## src/hdlcdr_pkg.sv

```systemverilog
// Shared types and constants of the HDLC deframer with pipe slot ring.
`default_nettype none

package hdlcdr_pkg;

	// Configuration port geometry.
	localparam int CFG_IDX_W  = 3;
	localparam int CFG_DATA_W = 8;

	// Configuration register indexes.
	typedef enum logic [CFG_IDX_W-1:0] {
		REG_START_BYTE        = 3'd0,
		REG_END_BYTE          = 3'd1,
		REG_ESCAPE_BYTE       = 3'd2,
		REG_UNSTUFF_MASK      = 3'd3,
		REG_PIPE_TYPE_ID      = 3'd4,
		REG_SLOTS_IN_USE      = 3'd5,
		REG_PACKETS_PER_BLOCK = 3'd6
	} reg_idx_t;

	// Input opcodes.
	localparam logic OP_BYTE     = 1'b0;
	localparam logic OP_RING_CLR = 1'b1;

	// Result kinds.
	localparam logic RK_DATA = 1'b0;
	localparam logic RK_END  = 1'b1;

	// Frame types as reported.
	typedef enum logic [1:0] {
		FT_CTL  = 2'd0,
		FT_PIPE = 2'd1,
		FT_NONE = 2'd2
	} frame_type_t;

	// Commands passed from the front end to the back end.
	typedef enum logic [1:0] {
		CMD_RING_CLR = 2'd0,
		CMD_OPEN     = 2'd1,
		CMD_STORE    = 2'd2,
		CMD_END      = 2'd3
	} cmd_op_t;

	typedef struct packed {
		cmd_op_t     op;
		logic [7:0]  data;
		frame_type_t ftype;
	} cmd_t;

	// Input item.
	typedef struct packed {
		logic       opcode;
		logic [7:0] rx_byte;
	} in_item_t;

	// Result item.
	typedef struct packed {
		logic        result_kind;
		logic [7:0]  data_byte;
		logic [9:0]  byte_offset;
		logic [1:0]  frame_type;
		logic [3:0]  slot_index;
		logic [10:0] frame_length;
		logic        overflow;
		logic        block_done;
		logic [3:0]  block_start_slot;
	} out_item_t;

	// Configuration register file contents.
	typedef struct packed {
		logic [7:0] start_byte;
		logic [7:0] end_byte;
		logic [7:0] escape_byte;
		logic [7:0] unstuff_mask;
		logic [7:0] pipe_type_id;
		logic [4:0] slots_in_use;
		logic [7:0] packets_per_block;
	} cfg_t;

	localparam cfg_t CFG_RESET = '{
		start_byte:        8'h7E,
		end_byte:          8'h7D,
		escape_byte:       8'd124,
		unstuff_mask:      8'd32,
		pipe_type_id:      8'd0,
		slots_in_use:      5'd16,
		packets_per_block: 8'd4
	};

endpackage

`default_nettype wire

```

## src/hdlc_deframer_pipe_ring_core.sv

```systemverilog
// Top level of the HDLC byte deframer feeding a ring of pipe slots.
//
// Usage: received bytes enter on the in channel (valid/ready) as in_item, with
// opcode 0; opcode 1 clears the slot ring head, block start and packet count.
// Results leave on the out channel (valid/ready) as out_item: a stored data
// byte with its offset, or a frame end report with type, length, overflow,
// ring slot and block completion. Many items give no result at all.
// One item is accepted per cycle while the queue is not full. The front end
// classifies it in the cycle it is accepted and writes a command into a
// two-entry queue; the back end takes one command per cycle while the output
// register is free or being read, and registers the result it causes there.
// When the receiver stalls, the output register holds its item and the queue
// absorbs up to two more commands before in ready drops; no item is lost.
// Configuration registers are written through cfg_we/cfg_idx/cfg_data in a
// single cycle and must only change while the block is idle.
// Reset (arst_n low) restores default register values, closes any frame,
// clears the ring state, empties the queue and drops out_valid.
`default_nettype none

module hdlc_deframer_pipe_ring_core
	import hdlcdr_pkg::*;
#(
	parameter int MAX_FRAME_BYTES = 1024,
	parameter int PIPE_SLOTS      = 16
) (
	input  wire logic                  clk,
	input  wire logic                  arst_n,
	input  wire logic                  cfg_we,
	input  wire logic [CFG_IDX_W-1:0]  cfg_idx,
	input  wire logic [CFG_DATA_W-1:0] cfg_data,
	input  wire logic                  in_valid,
	output logic                       in_ready,
	input  wire in_item_t              in_item,
	output logic                       out_valid,
	input  wire logic                  out_ready,
	output out_item_t                  out_item
);

	localparam int CMD_W = $bits(cmd_t);

	cfg_t       cfg_q;
	logic       take;
	logic       push;
	cmd_t       front_cmd;
	logic       q_full, q_valid, q_pop;
	logic [CMD_W-1:0] q_rdata;
	cmd_t       back_cmd;

	// Configuration registers.
	always_ff @(posedge clk or negedge arst_n) begin
		if (!arst_n) begin
			cfg_q <= CFG_RESET;
		end else if (cfg_we) begin
			unique case (reg_idx_t'(cfg_idx))
				REG_START_BYTE:        cfg_q.start_byte        <= cfg_data;
				REG_END_BYTE:          cfg_q.end_byte          <= cfg_data;
				REG_ESCAPE_BYTE:       cfg_q.escape_byte       <= cfg_data;
				REG_UNSTUFF_MASK:      cfg_q.unstuff_mask      <= cfg_data;
				REG_PIPE_TYPE_ID:      cfg_q.pipe_type_id      <= cfg_data;
				REG_SLOTS_IN_USE:      cfg_q.slots_in_use      <= cfg_data[4:0];
				REG_PACKETS_PER_BLOCK: cfg_q.packets_per_block <= cfg_data;
				default:               cfg_q                   <= cfg_q;
			endcase
		end
	end

	assign in_ready = !q_full;
	assign take     = in_valid && in_ready;
	assign back_cmd = cmd_t'(q_rdata);

	hdlcdr_front u_front (
		.clk    (clk),
		.arst_n (arst_n),
		.cfg    (cfg_q),
		.take   (take),
		.item   (in_item),
		.push   (push),
		.cmd    (front_cmd)
	);

	hdlcdr_cmd_fifo #(
		.WIDTH (CMD_W),
		.DEPTH (2)
	) u_cmd_fifo (
		.clk       (clk),
		.arst_n    (arst_n),
		.push      (push),
		.wdata     (front_cmd),
		.full      (q_full),
		.pop       (q_pop),
		.not_empty (q_valid),
		.rdata     (q_rdata)
	);

	hdlcdr_back #(
		.MAX_FRAME_BYTES (MAX_FRAME_BYTES),
		.PIPE_SLOTS      (PIPE_SLOTS)
	) u_back (
		.clk       (clk),
		.arst_n    (arst_n),
		.cfg       (cfg_q),
		.cmd_valid (q_valid),
		.cmd       (back_cmd),
		.cmd_pop   (q_pop),
		.out_valid (out_valid),
		.out_ready (out_ready),
		.out_item  (out_item)
	);

endmodule

`default_nettype wire

```

## src/hdlcdr_front.sv

```systemverilog
// Front end: tracks framing state per received byte and emits commands.
`default_nettype none

module hdlcdr_front
	import hdlcdr_pkg::*;
(
	input  wire logic     clk,
	input  wire logic     arst_n,
	input  wire cfg_t     cfg,
	input  wire logic     take,
	input  wire in_item_t item,
	output logic          push,
	output cmd_t          cmd
);

	logic        in_frame_q, in_frame_d;
	logic        esc_q, esc_d;
	frame_type_t type_q, type_d;

	// Framing state registers.
	always_ff @(posedge clk or negedge arst_n) begin
		if (!arst_n) begin
			in_frame_q <= 1'b0;
			esc_q      <= 1'b0;
			type_q     <= FT_NONE;
		end else begin
			in_frame_q <= in_frame_d;
			esc_q      <= esc_d;
			type_q     <= type_d;
		end
	end

	// Classify the item in the fixed check order.
	always_comb begin
		in_frame_d = in_frame_q;
		esc_d      = esc_q;
		type_d     = type_q;
		push       = 1'b0;
		cmd.op     = CMD_STORE;
		cmd.data   = item.rx_byte;
		cmd.ftype  = type_q;
		if (take) begin
			priority if (item.opcode == OP_RING_CLR) begin
				push   = 1'b1;
				cmd.op = CMD_RING_CLR;
			end else if (in_frame_q && item.rx_byte == cfg.end_byte) begin
				push       = 1'b1;
				cmd.op     = CMD_END;
				in_frame_d = 1'b0;
				esc_d      = 1'b0;
			end else if (item.rx_byte == cfg.start_byte) begin
				push       = 1'b1;
				cmd.op     = CMD_OPEN;
				in_frame_d = 1'b1;
				esc_d      = 1'b0;
				type_d     = FT_NONE;
			end else if (!in_frame_q) begin
				push = 1'b0;
			end else if (type_q == FT_NONE) begin
				// The type byte is stored raw.
				type_d    = (item.rx_byte == cfg.pipe_type_id) ? FT_PIPE : FT_CTL;
				push      = 1'b1;
				cmd.ftype = type_d;
			end else if (item.rx_byte == cfg.escape_byte) begin
				esc_d = 1'b1;
			end else if (esc_q) begin
				esc_d    = 1'b0;
				push     = 1'b1;
				cmd.data = item.rx_byte ^ cfg.unstuff_mask;
			end else begin
				push = 1'b1;
			end
		end
	end

endmodule

`default_nettype wire

```

## src/hdlcdr_cmd_fifo.sv

```systemverilog
// Short command queue between the front end and the back end.
`default_nettype none

module hdlcdr_cmd_fifo #(
	parameter int WIDTH = 8,
	parameter int DEPTH = 2
) (
	input  wire logic             clk,
	input  wire logic             arst_n,
	input  wire logic             push,
	input  wire logic [WIDTH-1:0] wdata,
	output logic                  full,
	input  wire logic             pop,
	output logic                  not_empty,
	output logic [WIDTH-1:0]      rdata
);

	localparam int AW = (DEPTH > 1) ? $clog2(DEPTH) : 1;
	localparam int CW = $clog2(DEPTH + 1);

	logic [WIDTH-1:0] mem_q [DEPTH];
	logic [AW-1:0]    wr_ptr_q, rd_ptr_q;
	logic [CW-1:0]    count_q;

	assign full      = (count_q == CW'(DEPTH));
	assign not_empty = (count_q != '0);
	assign rdata     = mem_q[rd_ptr_q];

	// Entry storage.
	always_ff @(posedge clk) begin
		if (push) begin
			mem_q[wr_ptr_q] <= wdata;
		end
	end

	// Pointers and fill count.
	always_ff @(posedge clk or negedge arst_n) begin
		if (!arst_n) begin
			wr_ptr_q <= '0;
			rd_ptr_q <= '0;
			count_q  <= '0;
		end else begin
			if (push) begin
				wr_ptr_q <= (wr_ptr_q == AW'(DEPTH - 1)) ? '0 : wr_ptr_q + 1'b1;
			end
			if (pop) begin
				rd_ptr_q <= (rd_ptr_q == AW'(DEPTH - 1)) ? '0 : rd_ptr_q + 1'b1;
			end
			if (push && !pop) begin
				count_q <= count_q + 1'b1;
			end else if (pop && !push) begin
				count_q <= count_q - 1'b1;
			end
		end
	end

	a_no_overrun: assert property (@(posedge clk) disable iff (!arst_n)
		full |-> !push) else $error("command queue written while full");

	a_no_underrun: assert property (@(posedge clk) disable iff (!arst_n)
		pop |-> not_empty) else $error("command queue read while empty");

endmodule

`default_nettype wire

```

## src/hdlcdr_back.sv

```systemverilog
// Back end: frame byte count, slot ring, block counting and result register.
`default_nettype none

module hdlcdr_back
	import hdlcdr_pkg::*;
#(
	parameter int MAX_FRAME_BYTES = 1024,
	parameter int PIPE_SLOTS      = 16
) (
	input  wire logic  clk,
	input  wire logic  arst_n,
	input  wire cfg_t  cfg,
	input  wire logic  cmd_valid,
	input  wire cmd_t  cmd,
	output logic       cmd_pop,
	output logic       out_valid,
	input  wire logic  out_ready,
	output out_item_t  out_item
);

	localparam int         CW     = $clog2(MAX_FRAME_BYTES + 1);
	localparam logic [4:0] SLOTS5 = 5'(PIPE_SLOTS);

	logic [CW-1:0] cnt_q;
	logic          ovf_q;
	logic [3:0]    head_q, bstart_q;
	logic [7:0]    pcount_q;
	logic          out_valid_q;
	out_item_t     out_item_q;

	logic [10:0]   cnt_ext;
	logic          cnt_full;
	logic [4:0]    limit, head_inc;
	logic [3:0]    head_next;
	logic [7:0]    ppb, pcount_inc;
	logic          blk_done;
	logic          produce;
	out_item_t     res;

	assign out_valid = out_valid_q;
	assign out_item  = out_item_q;
	assign cmd_pop   = cmd_valid && (!out_valid_q || out_ready);

	// Frame byte count checks, and ring and block arithmetic for a pipe frame end.
	always_comb begin
		cnt_ext    = 11'(cnt_q);
		cnt_full   = (cnt_q >= CW'(MAX_FRAME_BYTES));
		if (cfg.slots_in_use == 5'd0) begin
			limit = 5'd1;
		end else if (cfg.slots_in_use > SLOTS5) begin
			limit = SLOTS5;
		end else begin
			limit = cfg.slots_in_use;
		end
		head_inc   = {1'b0, head_q} + 5'd1;
		head_next  = (head_inc >= limit) ? 4'd0 : head_inc[3:0];
		ppb        = (cfg.packets_per_block == 8'd0) ? 8'd1 : cfg.packets_per_block;
		pcount_inc = pcount_q + 8'd1;
		blk_done   = (pcount_inc >= ppb);
	end

	// Build the result for the command at the head of the queue.
	always_comb begin
		res         = '0;
		produce     = 1'b0;
		res.frame_type = cmd.ftype;
		unique case (cmd.op)
			CMD_STORE: begin
				produce         = !cnt_full;
				res.result_kind = RK_DATA;
				res.data_byte   = cmd.data;
				res.byte_offset = cnt_ext[9:0];
				res.slot_index  = (cmd.ftype == FT_PIPE) ? head_q : 4'd0;
			end
			CMD_END: begin
				produce          = 1'b1;
				res.result_kind  = RK_END;
				res.frame_length = cnt_ext;
				res.overflow     = ovf_q;
				if (cmd.ftype == FT_PIPE) begin
					res.slot_index = head_q;
					if (blk_done) begin
						res.block_done       = 1'b1;
						res.block_start_slot = bstart_q;
					end
				end
			end
			CMD_OPEN, CMD_RING_CLR: begin
				produce = 1'b0;
			end
			default: begin
				produce = 1'b0;
			end
		endcase
	end

	// Frame and ring state.
	always_ff @(posedge clk or negedge arst_n) begin
		if (!arst_n) begin
			cnt_q    <= '0;
			ovf_q    <= 1'b0;
			head_q   <= '0;
			bstart_q <= '0;
			pcount_q <= '0;
		end else if (cmd_pop) begin
			unique case (cmd.op)
				CMD_RING_CLR: begin
					head_q   <= '0;
					bstart_q <= '0;
					pcount_q <= '0;
				end
				CMD_OPEN: begin
					cnt_q <= '0;
					ovf_q <= 1'b0;
				end
				CMD_STORE: begin
					if (cnt_full) begin
						ovf_q <= 1'b1;
					end else begin
						cnt_q <= cnt_q + 1'b1;
					end
				end
				CMD_END: begin
					if (cmd.ftype == FT_PIPE) begin
						head_q <= head_next;
						if (blk_done) begin
							pcount_q <= '0;
							bstart_q <= head_next;
						end else begin
							pcount_q <= pcount_inc;
						end
					end
				end
				default: begin
					cnt_q <= cnt_q;
				end
			endcase
		end
	end

	// Output register; holds while the receiver stalls.
	always_ff @(posedge clk or negedge arst_n) begin
		if (!arst_n) begin
			out_valid_q <= 1'b0;
		end else if (cmd_pop) begin
			out_valid_q <= produce;
		end else if (out_ready) begin
			out_valid_q <= 1'b0;
		end
	end

	always_ff @(posedge clk) begin
		if (cmd_pop && produce) begin
			out_item_q <= res;
		end
	end

	a_offset_in_range: assert property (@(posedge clk) disable iff (!arst_n)
		(out_valid_q && out_item_q.result_kind == RK_DATA)
			|-> (11'(out_item_q.byte_offset) < 11'(MAX_FRAME_BYTES)))
		else $error("data item offset beyond frame buffer");

	a_done_only_pipe_end: assert property (@(posedge clk) disable iff (!arst_n)
		(out_valid_q && out_item_q.block_done)
			|-> (out_item_q.result_kind == RK_END && out_item_q.frame_type == FT_PIPE))
		else $error("block done reported outside a pipe frame end");

	a_head_in_ring: assert property (@(posedge clk) disable iff (!arst_n)
		{1'b0, head_q} < SLOTS5)
		else $error("ring head outside the slot ring");

endmodule

`default_nettype wire
```

## config.mk

```make
export PLATFORM = sky130hd
export DESIGN_NAME = hdlc_deframer_pipe_ring_core
export DESIGN_NICKNAME = d
export VERILOG_FILES = /design/src/hdlcdr_pkg.sv /design/src/hdlc_deframer_pipe_ring_core.sv /design/src/hdlcdr_front.sv /design/src/hdlcdr_cmd_fifo.sv /design/src/hdlcdr_back.sv
export SDC_FILE = /design/constraint.sdc
export NUM_CORES = 1
export LEC_CHECK = 0
export ABC_AREA = 1
export ABC_CLOCK_PERIOD_IN_PS = 3600
export CORE_MARGIN = 2
export CORE_UTILIZATION = 25
export DETAILED_ROUTE_END_ITERATION = 16
export DONT_BUFFER_PORTS = 1
export MAX_ROUTING_LAYER = met4
export SYNTH_ARGS = -nofsm -noshare
export SYNTH_HDL_FRONTEND = slang
export SYNTH_SLANG_ARGS = --single-unit
```

## constraint.sdc

```tcl
create_clock -name clk -period 3.6 [get_ports clk]
set_input_delay 0.72 -clock clk [delete_from_list [all_inputs] [get_ports clk]]
set_output_delay 0.72 -clock clk [all_outputs]
set_load 0.02 [all_outputs]
```

==> impl_metrics.env <==
export IMPL_drc_errors=0
export IMPL_n_antenna_cell=0
export IMPL_wl_per_cell_um=13.6
export IMPL_synth_top_cell_area_share_pct=26.0
export IMPL_ys_async_sr_fraction_pct=57.7
export IMPL_dpl_hpwl_mm=12.5
export IMPL_cp_end_kind="register"
export IMPL_worst_path_max_fanout=15
export IMPL_io_buffer_count=0
export IMPL_numCtsBuffers=17
export IMPL_die_x_um=179
export IMPL_ys_ff_latch=156
export IMPL_maxCapViolCount=0
export IMPL_dieArea_um2=31900
export IMPL_ant_nets=0
export IMPL_ys_top_cells_by_area="edfxtp_1 26%, dfrtp_1 23%, nand2_1 12%"
export IMPL_htree_levels=4
export IMPL_finalSetupViolCount=0
export IMPL_fin_cells=1274
export IMPL_synth_area_per_cell_um2=8.78
export IMPL_ctsLongestPathBuffers=2
export IMPL_antenna_found_initial=0
export IMPL_hp_class="input port to asynchronous set/reset pin"
export IMPL_drt_iter0_markers=443
export IMPL_p_sw_w=0.00250
export IMPL_cts_root_buf="clkbuf_16"
export IMPL_min_period_ns=3.05
export IMPL_switching_share_pct=38.5
export IMPL_rows=63
export IMPL_floorplan_initialDensity_pct=25.6
export IMPL_clkSinkCount=156
export IMPL_p_seq_share_pct=48.5
export IMPL_synthFlopType="dfrtp_1"
export IMPL_num_vias=5549
export IMPL_combinationalPowerShare_pct=24.7
export IMPL_fmax_mhz=328
export IMPL_netlist_top_cell_by_area="edfxtp_1"
export IMPL_ys_warn_count=0
export IMPL_yosysSeqAreaShare_pct=55.9
export IMPL_gp_congestion=0.852
export IMPL_routed_via_density=4.36
export IMPL_yosysUniqueCellTypes=43
export IMPL_post_route_period_util_pct=84.7
export IMPL_synth_edf_count=66
export IMPL_core_area_um2=29800
export IMPL_crit_chain="buf_4 -> inv_1 -> or2_2 -> o21ai_0 -> inv_1 -> ha_1 -> buf_4 -> nand2_1 -> nand2_1 -> nor2_2 -> nand3_1 -> nor2_1 -> inv_1 -> nor2_1 -> nor2_1"
export IMPL_power_frac_clock_pct=26.7
export IMPL_postCtsSetupBuffers=0
export IMPL_grtUsageTotal_pct=11.8
export IMPL_clk_latency_ns=0.44
export IMPL_rsz0062_at_grt="false"
export IMPL_power_density_nw_per_um2=754
export IMPL_cts_clk_slew_worst_paths_ns=0.07
export IMPL_synthCells=868
export IMPL_power_leakage_nw=3.95
export IMPL_clock_skew_ns=0.0158
export IMPL_status="complete, no violations"
export IMPL_p_int_w=0.00400
export IMPL_crit_slowest_cell="nor2_2"
export IMPL_hold_viol_final=0
export IMPL_grt_max_degree=70
export IMPL_crit_family="simple AND/OR/NAND/NOR gates"
export IMPL_finalNetCount=919
export IMPL_drv_slew=0
export IMPL_drt_first_pass_iters=7
export IMPL_die_height_um=179
export IMPL_syn_nets=916
export IMPL_worstPathArrival_ns=3.37
export IMPL_start_kind="register"
export IMPL_crit_buf_inv=5
export IMPL_grt_pass1_vias=5129
export IMPL_place_inst=1241
export IMPL_grt_pass1_wl_mm=27.7
export IMPL_tightest_slew_ns=0.632
export IMPL_synth_area_um2=7620
export IMPL_tns_ns=0
export IMPL_critPathRequiredTime_ns=3.93
export IMPL_vdd_drop_max_uv=342
export IMPL_critPathKind="register to register"
export IMPL_drive_gt1_share_pct=8.60
export IMPL_grt_overflow=0
export IMPL_area_delta_synth_final_pct=13.2
export IMPL_nFillCells=3151
export IMPL_drt_wl_total_mm=17.4
export IMPL_cts_tree="built"
export IMPL_max_stage_delay_ns=0.37
export IMPL_relSlewSlack_pct=57.9
export IMPL_num_io_pins=69
==> layout by cell type (no fill, tap or decap), types with 17 or more instances in the layout <==
master / Yosys / layout
dfstp_2: 21 / 21
inv_1: 118 / 118
clkbuf_16: 0 / 17
nand2_1: 237 / 237
nand3_1: 50 / 50
nor2_1: 85 / 84
ha_1: 23 / 23
edfxtp_1: 66 / 66
o21ai_0: 89 / 89
dfrtp_1: 69 / 69
==> cells by family (layout without fill, tap and decap cells) <==
| logic type | Yosys count | count (layout) | synth area share (%) |
|---|---|---|---|
| xor+xnor | 25 | 25 | 2.87 |
| flops | 156 | 156 | 55.9 |
| fa+ha+maj | 23 | 23 | 3.78 |
| simple gates | 409 | 409 | 22.3 |
| buf+inv | 144 | 160 | 7.52 |
| compound gates | 111 | 111 | 7.64 |
==> routing by layer <==
metal,track usage [%],routed length [um],share of wire [%],vias to the layer above
li1,-,-,-,2785
met1,16.3,8710,50,2603
met2,17.0,7550,43,148
met3,2.94,960,5.5,13
met4,3.35,159,0.91,0
met5,-,0,0,-
==> cells in the mapped netlist (2+ instances only) <==
cell / count
a21oi_1: 10
and2_1: 2
buf_2: 4
buf_4: 2
clkbuf_1: 13
dfrtp_1: 69
dfstp_2: 21
edfxtp_1: 66
ha_1: 23
inv_1: 118
inv_2: 4
nand2_1: 237
nand2_2: 5
nand3_1: 50
nand3b_1: 2
nand4_1: 7
nor2_1: 85
nor3_1: 7
o21ai_0: 89
o22ai_1: 4
or2_2: 5
xnor2_1: 12
xor2_1: 13
==> path summary, 6_finish.rpt <==
path	from	to	slack (ns)	cells past startpoint
setup / recovery	u_cmd_fifo.rd_ptr_q	u_back.cnt_ext[8]	0.55	15
hold / removal	arst_n	cfg_q[37]	0.15	0
setup reg to reg	u_cmd_fifo.rd_ptr_q	u_back.cnt_ext[8]	0.55	15
hold reg to reg	u_back.bstart_q[3]	u_back.bstart_q[3]	0.47	2
max in group asynchronous	arst_n	cfg_q[3]	3.09	1
min in group clk	out_ready	u_back.out_valid	0.38	1
==> layout make-up <==
type	instances	area [um^2]	area share, %
Timing Repair Buffer	6	65.1	0.754
Clock inverter	15	135	1.57
Sequential cell	156	4260	49.4
Tap cell	390	488	5.66
Clock buffer	17	425	4.93
Multi-Input combinational cell	568	2790	32.4
Inverter	122	458	5.31
==> sequential cells by signal, summed over array words and instances (netlist names) <==
register	flops
u_back.bstart_q	4
u_cmd_fifo.rd_ptr_q	1
u_cmd_fifo.count_q	2
u_cmd_fifo.mem_q	24
u_cmd_fifo.wr_ptr_q	1
u_back.out_item	42
u_back.out_valid	1
u_back.cnt_ext	11
cfg_q	53
u_back.head_q	4
u_back.ovf_q	1
u_front.type_q	2
u_front.esc_q	1
u_back.pcount_q	8
u_front.in_frame_q	1
==> power groups by stage <==
stage	registers (W)	clock network (W)	logic [W]
2_1_floorplan	0.00308	0	0.00123
3_3_place_gp	0.00319	0	0.00156
3_5_place_dp	0.00320	0	0.00160
4_1_cts	0.00317	0.00177	0.00163
5_1_grt	0.00322	0.00185	0.00186
6_report	0.00316	0.00174	0.00161
==> through the flow <==
| step | utilization, % | total power, W | hold slack (ns) | setup slack [ns] | cell area (um^2) |
|---|---|---|---|---|---|
| after floorplan | - | 0.00431 | 0.424 | 0.276 | 7620 |
| after global placement | 27.0 | 0.00475 | 0.431 | 0.739 | 8040 |
| after detailed placement | 27.0 | 0.00480 | 0.432 | 0.573 | 8040 |
| after CTS | 28.9 | 0.00656 | 0.124 | 0.567 | 8630 |
| after global routing | 28.9 | 0.00694 | 0.121 | 0.173 | 8630 |
| final | 28.9 | 0.00650 | 0.146 | 0.551 | 8630 |
==> what timing repair did <==
item	in CTS	in global routing
hold buffers	1	0
endpoints found under the hold margin	69	0
gates resized for setup	0	0
(Power assumes the default switching activity.)
